[src/rtl/ilist_pkg.sv]
// Shared types and codes for the indexed list block.
package ilist_pkg;

	// Operation codes carried by the operation field.
	localparam logic [2:0] OP_APPEND   = 3'd0;
	localparam logic [2:0] OP_INSERT   = 3'd1;
	localparam logic [2:0] OP_REM_LAST = 3'd2;
	localparam logic [2:0] OP_REM_AT   = 3'd3;
	localparam logic [2:0] OP_SEARCH   = 3'd4;

	// Status codes returned with each result.
	localparam logic [2:0] ST_OK       = 3'd0;
	localparam logic [2:0] ST_OOB      = 3'd1;
	localparam logic [2:0] ST_EMPTY    = 3'd2;
	localparam logic [2:0] ST_FULL     = 3'd3;
	localparam logic [2:0] ST_NOTFOUND = 3'd4;

	// Result fields as the sequencer hands them to the output register.
	typedef struct packed {
		logic [2:0] status;
		logic [7:0] found_index;
		logic [8:0] entry_count;
	} res_t;

endpackage

[src/rtl/ilist_ctrl.sv]
// Sequencer that walks the entry store for shifts and searches.
module ilist_ctrl #(
	parameter int DEPTH = 256
) (
	input  logic                     clk,
	input  logic                     arst_n,
	input  logic                     start,
	input  logic [2:0]               op,
	input  logic [7:0]               pos,
	input  logic [31:0]              val,
	output logic                     idle,
	output logic                     res_valid,
	input  logic                     res_take,
	output ilist_pkg::res_t          res,
	output logic                     mem_we,
	output logic [$clog2(DEPTH)-1:0] mem_waddr,
	output logic [31:0]              mem_wdata,
	output logic [$clog2(DEPTH)-1:0] mem_raddr,
	input  logic [31:0]              mem_rdata
);

	localparam int AW = $clog2(DEPTH);
	localparam int CW = $clog2(DEPTH + 1);

	localparam logic [2:0] S_IDLE     = 3'd0;
	localparam logic [2:0] S_SHIFT_UP = 3'd1;
	localparam logic [2:0] S_SHIFT_DN = 3'd2;
	localparam logic [2:0] S_SEARCH   = 3'd3;
	localparam logic [2:0] S_FINAL    = 3'd4;
	localparam logic [2:0] S_DONE     = 3'd5;

	logic [2:0]    state_q;
	logic [CW-1:0] count_q;
	logic [AW-1:0] rptr_q;
	logic [AW-1:0] wa_q;
	logic [AW-1:0] pos_q;
	logic [AW-1:0] idx_q;
	logic [31:0]   val_q;
	logic [2:0]    status_q;
	logic          pend_q;
	logic          rd_left_q;
	logic          ins_q;

	logic [31:0]   pos_w;
	logic [31:0]   cnt_w;
	logic          full;
	logic          last_rd;
	logic          hit;

	assign pos_w   = {24'd0, pos};
	assign cnt_w   = 32'(count_q);
	assign full    = (count_q == CW'(DEPTH));
	// The read pointer has reached the last valid entry.
	assign last_rd = (CW'(rptr_q) == count_q - CW'(1));
	// The compare unit: data read last cycle against the key.
	assign hit     = pend_q && (mem_rdata == val_q);

	assign idle      = (state_q == S_IDLE);
	assign res_valid = (state_q == S_DONE);
	assign res.status      = status_q;
	assign res.found_index = 8'(idx_q);
	assign res.entry_count = 9'(count_q);
	assign mem_raddr = rptr_q;

	// Store writes: direct append or insert at the tail, shift moves, final insert.
	always_comb begin
		mem_we    = 1'b0;
		mem_waddr = wa_q;
		mem_wdata = mem_rdata;
		case (state_q)
			S_IDLE: begin
				if (start && op == ilist_pkg::OP_APPEND && !full) begin
					mem_we    = 1'b1;
					mem_waddr = AW'(count_q);
					mem_wdata = val;
				end else if (start && op == ilist_pkg::OP_INSERT && !full
						&& pos_w == cnt_w) begin
					mem_we    = 1'b1;
					mem_waddr = AW'(pos);
					mem_wdata = val;
				end
			end
			S_SHIFT_UP, S_SHIFT_DN: begin
				mem_we = pend_q;
			end
			S_FINAL: begin
				if (ins_q) begin
					mem_we    = 1'b1;
					mem_waddr = pos_q;
					mem_wdata = val_q;
				end
			end
			default: begin
				mem_we = 1'b0;
			end
		endcase
	end

	// Sequencer: one store read per cycle, the write or compare acting on the registered read data.
	always_ff @(posedge clk or negedge arst_n) begin
		if (!arst_n) begin
			state_q   <= S_IDLE;
			count_q   <= '0;
			rptr_q    <= '0;
			wa_q      <= '0;
			pos_q     <= '0;
			idx_q     <= '0;
			val_q     <= '0;
			status_q  <= ilist_pkg::ST_OK;
			pend_q    <= 1'b0;
			rd_left_q <= 1'b0;
			ins_q     <= 1'b0;
		end else begin
			case (state_q)
				S_IDLE: begin
					if (start) begin
						pend_q    <= 1'b0;
						rd_left_q <= 1'b1;
						idx_q     <= '0;
						status_q  <= ilist_pkg::ST_OK;
						val_q     <= val;
						state_q   <= S_DONE;
						case (op)
							ilist_pkg::OP_APPEND: begin
								if (full) begin
									status_q <= ilist_pkg::ST_FULL;
								end else begin
									count_q <= count_q + CW'(1);
								end
							end
							ilist_pkg::OP_INSERT: begin
								if (pos_w > cnt_w) begin
									status_q <= ilist_pkg::ST_OOB;
								end else if (full) begin
									status_q <= ilist_pkg::ST_FULL;
								end else if (pos_w == cnt_w) begin
									count_q <= count_q + CW'(1);
								end else begin
									rptr_q  <= AW'(count_q - CW'(1));
									pos_q   <= AW'(pos);
									ins_q   <= 1'b1;
									state_q <= S_SHIFT_UP;
								end
							end
							ilist_pkg::OP_REM_LAST: begin
								if (count_q == '0) begin
									status_q <= ilist_pkg::ST_EMPTY;
								end else begin
									count_q <= count_q - CW'(1);
								end
							end
							ilist_pkg::OP_REM_AT: begin
								if (pos_w >= cnt_w) begin
									status_q <= ilist_pkg::ST_OOB;
								end else if (pos_w + 32'd1 == cnt_w) begin
									count_q <= count_q - CW'(1);
								end else begin
									rptr_q  <= AW'(pos) + AW'(1);
									ins_q   <= 1'b0;
									state_q <= S_SHIFT_DN;
								end
							end
							ilist_pkg::OP_SEARCH: begin
								if (count_q == '0) begin
									status_q <= ilist_pkg::ST_NOTFOUND;
								end else begin
									rptr_q  <= '0;
									state_q <= S_SEARCH;
								end
							end
							default: begin
								status_q <= ilist_pkg::ST_OK;
							end
						endcase
					end
				end
				S_SHIFT_UP: begin
					pend_q <= rd_left_q;
					if (rd_left_q) begin
						wa_q <= rptr_q + AW'(1);
						if (rptr_q == pos_q) begin
							rd_left_q <= 1'b0;
						end else begin
							rptr_q <= rptr_q - AW'(1);
						end
					end else begin
						state_q <= S_FINAL;
					end
				end
				S_SHIFT_DN: begin
					pend_q <= rd_left_q;
					if (rd_left_q) begin
						wa_q <= rptr_q - AW'(1);
						if (last_rd) begin
							rd_left_q <= 1'b0;
						end else begin
							rptr_q <= rptr_q + AW'(1);
						end
					end else begin
						state_q <= S_FINAL;
					end
				end
				S_SEARCH: begin
					pend_q <= rd_left_q;
					if (hit) begin
						idx_q    <= wa_q;
						status_q <= ilist_pkg::ST_OK;
						state_q  <= S_DONE;
					end else if (rd_left_q) begin
						wa_q <= rptr_q;
						if (last_rd) begin
							rd_left_q <= 1'b0;
						end else begin
							rptr_q <= rptr_q + AW'(1);
						end
					end else begin
						status_q <= ilist_pkg::ST_NOTFOUND;
						state_q  <= S_DONE;
					end
				end
				S_FINAL: begin
					if (ins_q) begin
						count_q <= count_q + CW'(1);
					end else begin
						count_q <= count_q - CW'(1);
					end
					state_q <= S_DONE;
				end
				S_DONE: begin
					if (res_take) begin
						state_q <= S_IDLE;
					end
				end
				default: begin
					state_q <= S_IDLE;
				end
			endcase
		end
	end

endmodule

[config.mk]
export PLATFORM = sky130hd
export DESIGN_NAME = ilist_ctrl
export DESIGN_NICKNAME = d
export VERILOG_FILES = /design/src/rtl/ilist_pkg.sv /design/src/rtl/ilist_ctrl.sv
export SDC_FILE = /design/constraint.sdc
export NUM_CORES = 1
export LEC_CHECK = 0
export BUFFER_PORTS_ARGS = -buffer_cell sky130_fd_sc_hd__buf_2
export CAP_MARGIN = 40
export CORE_MARGIN = 8
export CORE_UTILIZATION = 60
export DETAILED_ROUTE_END_ITERATION = 16
export PLACE_DENSITY = 0.87
export SETUP_SLACK_MARGIN = 0.5
export SYNTH_ARGS = -nofsm -noshare
export SYNTH_HDL_FRONTEND = slang
export SYNTH_SLANG_ARGS = --single-unit
[constraint.sdc]
create_clock -name clk -period 7.5 [get_ports clk]
set_input_delay 0.75 -clock clk [delete_from_list [all_inputs] [get_ports clk]]
set_output_delay 0.75 -clock clk [all_outputs]
set_load 0.01 [all_outputs]
# Yosys cells after proc, flatten, opt, wreduce, memory -nomap -nowiden
# Index checks and enable logic that the tools add are counted.
word_totals:
  wordCells: 175
  ff_bits: 82
  out_inout_bits: 71
op_classes:
  n_bitwise: 3
  n_mux: 82
  n_lt_le_gt_ge: 2
  eq_ne: 42
  n_reduce_logical: 29
  add_sub_neg: 6
ops:
  columns: ["op", "n"]
  rows:
  - ["$mux W8", 21]
  - ["$mux W32", 3]
  - ["$mux W9", 9]
  - ["$pmux W32 S2", 1]
  - ["$pmux W8 S3", 2]
  - ["$mux W3", 14]
  - ["$pmux W9 S4", 1]
  - ["$eq A32 B32 Y1", 1]
  - ["$pmux W8 S2", 2]
  - ["$pmux W8 S4", 1]
  - ["$ne A3 B3 Y1 const B", 10]
  - ["$pmux W3 S5", 2]
  - ["$ne A2 B2 Y1 const B", 13]
  - ["$eq A8 B9 Y1", 2]
  - ["$pmux W9 S2", 1]
  - ["$add A8 B1 Y8 const B", 2]
  - ["$mux W1", 16]
  - ["$eq A3 B2 Y1 const B", 4]
  - ["$reduce_and A12 Y1", 1]
  - ["$reduce_and A10 Y1", 1]
  - ["$add A8 B1 Y9 const B", 1]
  - ["$add A9 B1 Y9 const B", 1]
  - ["$eq A3 B3 Y1 const B", 3]
  - ["$eq A9 B9 Y1", 1]
  - ["33 further kinds", 51]

# Logic depth before layout (Yosys ltp)
depth:
  ltp_word: 7
  mapped_depth: 12
  ltp_nobuf: 9

# Least setup slack after synthesis
# No wires, ideal clock.
synth_path:
  kind: "reg2out"
  startpoint: "reg count_q[5]"
  endpoint: "out mem_wdata[0]"
  path_buffers: 3
  arrival_time_ns: 2.895
  required_time_ns: 6.750
  setup_slack_ns: 3.855
  path_stages_with_launch: 13
  cell_sequence: "dfrtp_1 -> clkbuf_1 -> inv_1 -> ha_1 -> nand4_2 -> nor4_4 -> nand4_1 -> buf_2 -> and2_4 -> a21o_1 -> buf_2 -> a222oi_1 -> inv_1"
synth_between:
  elab_chain_len: 7
  word_cells_on_any_way: 9
synth_rtl:
  columns: ["item", "line", "source"]
  rows:
  - ["start: declaration", "ilist_ctrl.sv:33", "logic [CW-1:0] count_q;"]
  - ["start signal: assignment", "ilist_ctrl.sv:128", "count_q <= count_q + CW'(1);"]
  - ["start signal: assignment", "ilist_ctrl.sv:137", "count_q <= count_q + CW'(1);"]
  - ["start signal: assignment", "ilist_ctrl.sv:149", "count_q <= count_q - CW'(1);"]
  - ["$eq A9 B9 Y1", "ilist_ctrl.sv:52", "assign full = (count_q == CW'(DEPTH));"]
  - ["$logic_not A1 Y1", "ilist_ctrl.sv:72, ilist_ctrl.sv:76", null]
  - ["$logic_and A1 B1 Y1", "ilist_ctrl.sv:76", "end else if (start && op == ilist_pkg::OP_INSERT && !full"]
  - ["$logic_and A1 B1 Y1", "ilist_ctrl.sv:77", "&& pos_w == cnt_w) begin"]
  - ["$mux W32", "ilist_ctrl.sv:76", null]
  - ["$mux W32 *", "ilist_ctrl.sv:72", "if (start && op == ilist_pkg::OP_APPEND && !full) begin"]
  - ["$pmux W32 S2 *", "ilist_ctrl.sv:70", "case (state_q)"]
  - ["end: declaration", "ilist_ctrl.sv:17", "output logic [31:0] mem_wdata,"]
# Mark *: on every way between the ends. The rest lies on a longest branch, timed or not.

# Final worst setup path
layout_path:
  startpoint: "reg count_q[6]"
  endpoint: "out mem_wdata[20]"
# Same word-level chain as after synthesis.

==> flow_summary.json <==
{
  "p_per_area_nw_per_um2": 417.8,
  "tritoncts": "yes",
  "place.gp.congestion": 0.9788,
  "required_ns": 6.75,
  "instances_no_fill": 1035,
  "hold_buffers": 0,
  "rsz0062_at_grt": "false",
  "worstPathArrival_ns": 4.25,
  "antenna_cells": 0,
  "io_pins": 150,
  "viasPerCell": 6.350,
  "insertion_delay_ns": 0.37,
  "dp_slack_ns": 2.892,
  "grt_pass1_vias": 6301,
  "synthMostInstantiatedCell": "nand2_1",
  "wl_um": 20660,
  "ff2ff_path_depth": 9,
  "initialDrtViolationCount": 805,
  "async_flop_share": 1.000,
  "worst_slack_ns": 2.503,
  "synth.largest_area_cell": "dfrtp_1",
  "netlist-cell-type-count": 75,
  "ys.flop_type": "dfrtp_1",
  "hold_ws_ns": 0.2913,
  "core.rowCount": 38,
  "period_share": 0.6662,
  "tns_ns": 0,
  "h-tree-depth": 3,
  "crit_path_max_fanout": 26,
  "areaGrowthSynthToFinish_pct": 15.72,
  "leakagePower_nw": 3.723,
  "critPathMaxStageDelay_ns": 0.67,
  "grt_max_degree": 57,
  "antenna_found_initial": 0,
  "initial_core_util": 0.6062,
  "maxSlewHeadroom": 0.5159,
  "hpwl_um": 15500,
  "yosysSeqAreaShare": 0.3164,
  "max_freq_ghz": 0.2001,
  "drtAntennaViolNets": 0,
  "gr-total-overflow": 0,
  "crit_path_end_kind": "output pin",
  "cpMaxStageDelayCell": "dfrtp_1",
  "die_w_um": 120.0,
  "grt_pass1_wl_um": 33060,
  "postCtsResizedCells": 0,
  "start_kind": "flip-flop",
  "worstSetupPathDepth": 11,
  "cts_buffers": 9,
  "synth_top_area_frac": 0.3164,
  "placed_area_um2": 7291,
  "postSynthNetCount": 868,
  "cts-root-buf": "clkbuf_8",
  "finClkSkew_ns": 0.01532,
  "avgRoutedWirePerCell_um": 19.96,
  "drc": 0,
  "coreArea_um2": 10700,
  "final_area_um2": 7505,
  "setup_viol": 0,
  "synth_cells": 776,
  "dieArea_um2": 14390,
  "drive_gt1_frac": 0.2469,
  "synth_area_per_cell_um2": 8.357,
  "finalCriticalPeriod_ns": 4.997,
  "hold_violations": 0,
  "ir_worst_vdd_v": 0.0001993,
  "final_nets": 982,
  "cp_top_family": "simple AND/OR/NAND/NOR gates",
  "place.port_buffers": 149,
  "cap_violations": 0,
  "clock_path_buffers": 2,
  "grtUsageTotal": 0.2824,
  "post-cts-setup-buffer-count": 0,
  "maxSlewViolCount": 0,
  "synth_edf_count": 0,
  "firstDrtPassIters": 8,
  "syn_area_um2": 6485,
  "path_clk_slew_ns": 0.10,
  "path_class": "reg2out",
  "path_cells": "inv_1 -> ha_1 -> nand4_2 -> nor4_4 -> nand4_1 -> and2_4 -> a21o_1 -> buf_16 -> a222oi_1 -> inv_1 -> buf_2",
  "synth.yosys.warnings": 0,
  "cts.sinks": 82,
  "critPathBufInv": 4,
  "synth_common_cells": "140 x nand2_1, 82 x dfrtp_1, 53 x inv_1",
  "ys_top_cells_by_area": "dfrtp_1 32%, nand2_1 8.1%, xnor2_1 6.5%",
  "tightestPinTransition_ns": 0.7234,
  "via_count": 6572,
  "dp_cells": 1019,
  "chipHeight_um": 120.0,
  "status": "finished, final reports clean",
  "hold_path.class": "in2async",
  "synth-seq-cells": 82,
  "crit_top_cell": "inv_1"
}
## sequential cells by signal, indices dropped and copies added (netlist names)
signal and cells:
val_q 32, count_q 9, idx_q 8, mem_raddr 8
pos_q 8, wa_q 8, state_q 3, status_q 3
ins_q 1, pend_q 1, rd_left_q 1
## final cells by class
class,count,area (um2)
multi-input combinational,588,4009
fill,873,3193
sequential,82,2052
timing repair buffer,156,855.8
inverter,53,198.9
tap,140,175.2
clock buffer,12,165.2
clock inverter,4,48.80
## power by group
group / switching (mW) / leakage (nW) / internal (mW)
Sequential: 0.346 / 1.03 / 0.626
Clock: 0.170 / 0.112 / 0.181
Combinational: 1.01 / 2.58 / 0.807
Total: 1.52 / 3.72 / 1.61
## per-stage QoR
| step | total power, mW | utilization |
|---|---|---|
| after floorplan | 2.174 | - |
| after CTS | 3.115 | 0.7015 |
| after global placement | 2.687 | 0.6729 |
| after global routing | 3.364 | 0.7015 |
| final | 3.136 | 0.7015 |
| after detailed placement | 2.760 | 0.6815 |
## routing by layer
layer,GRT usage,wire [um],up-vias
met3,0.06482,1910,69
met1,0.3581,8394,3112
li1,-,-,3012
met2,0.4478,9562,379
met5,0,0,-
met4,0.1343,788,0
## kinds of logic (layout without fill, tap and decap cells)
family / Yosys count / in the layout / share of synthesized area
simple gates: 277 / 277 / 0.2084
compound gates: 171 / 171 / 0.1941
buf+inv: 106 / 225 / 0.06618
xor+xnor: 89 / 89 / 0.1235
flops: 82 / 82 / 0.3164
mux: 38 / 38 / 0.06637
fa+ha+maj: 13 / 13 / 0.02508
## final timing paths
kind	start	endpoint	slack (ns)
setup reg to reg	count_q[6]$_DFFE_PN0P_	mem_raddr[3]$_DFFE_PN0P_	4.04
hold / removal	arst_n	count_q[1]$_DFFE_PN0P_	0.29
min in group clk	status_q[1]$_DFFE_PN0P_	status_q[1]$_DFFE_PN0P_	0.52
setup / recovery	count_q[6]$_DFFE_PN0P_	mem_wdata[20]	2.50
max in group asynchronous	arst_n	wa_q[5]$_DFFE_PN0P_	6.60
hold reg to reg	status_q[1]$_DFFE_PN0P_	status_q[1]$_DFFE_PN0P_	0.52
## cells in the final DEF, fill, tap and decap left out, types with 5 or more instances in the layout
| cell | n |
|---|---|
| o21ai_0 | 44 |
| dfrtp_1 | 82 |
| buf_2 | 148 |
| nand2_1 | 140 |
| a21oi_1 | 18 |
| xor2_1 | 39 |
| and3_1 | 14 |
| a222oi_1 | 32 |
| nand2b_1 | 5 |
| mux2_4 | 5 |
| a31o_2 | 8 |
| ha_1 | 13 |
| a22oi_1 | 7 |
| clkbuf_8 | 12 |
| mux2i_1 | 13 |
| mux2_2 | 20 |
| nor4_1 | 10 |
| inv_1 | 53 |
| nand3_1 | 14 |
| xnor2_1 | 48 |
| nor3_1 | 16 |
| o22ai_1 | 6 |
| nor2_1 | 31 |
| nand4_1 | 13 |
| o31ai_1 | 5 |
| a32oi_1 | 8 |
(Power assumes the default switching activity.)
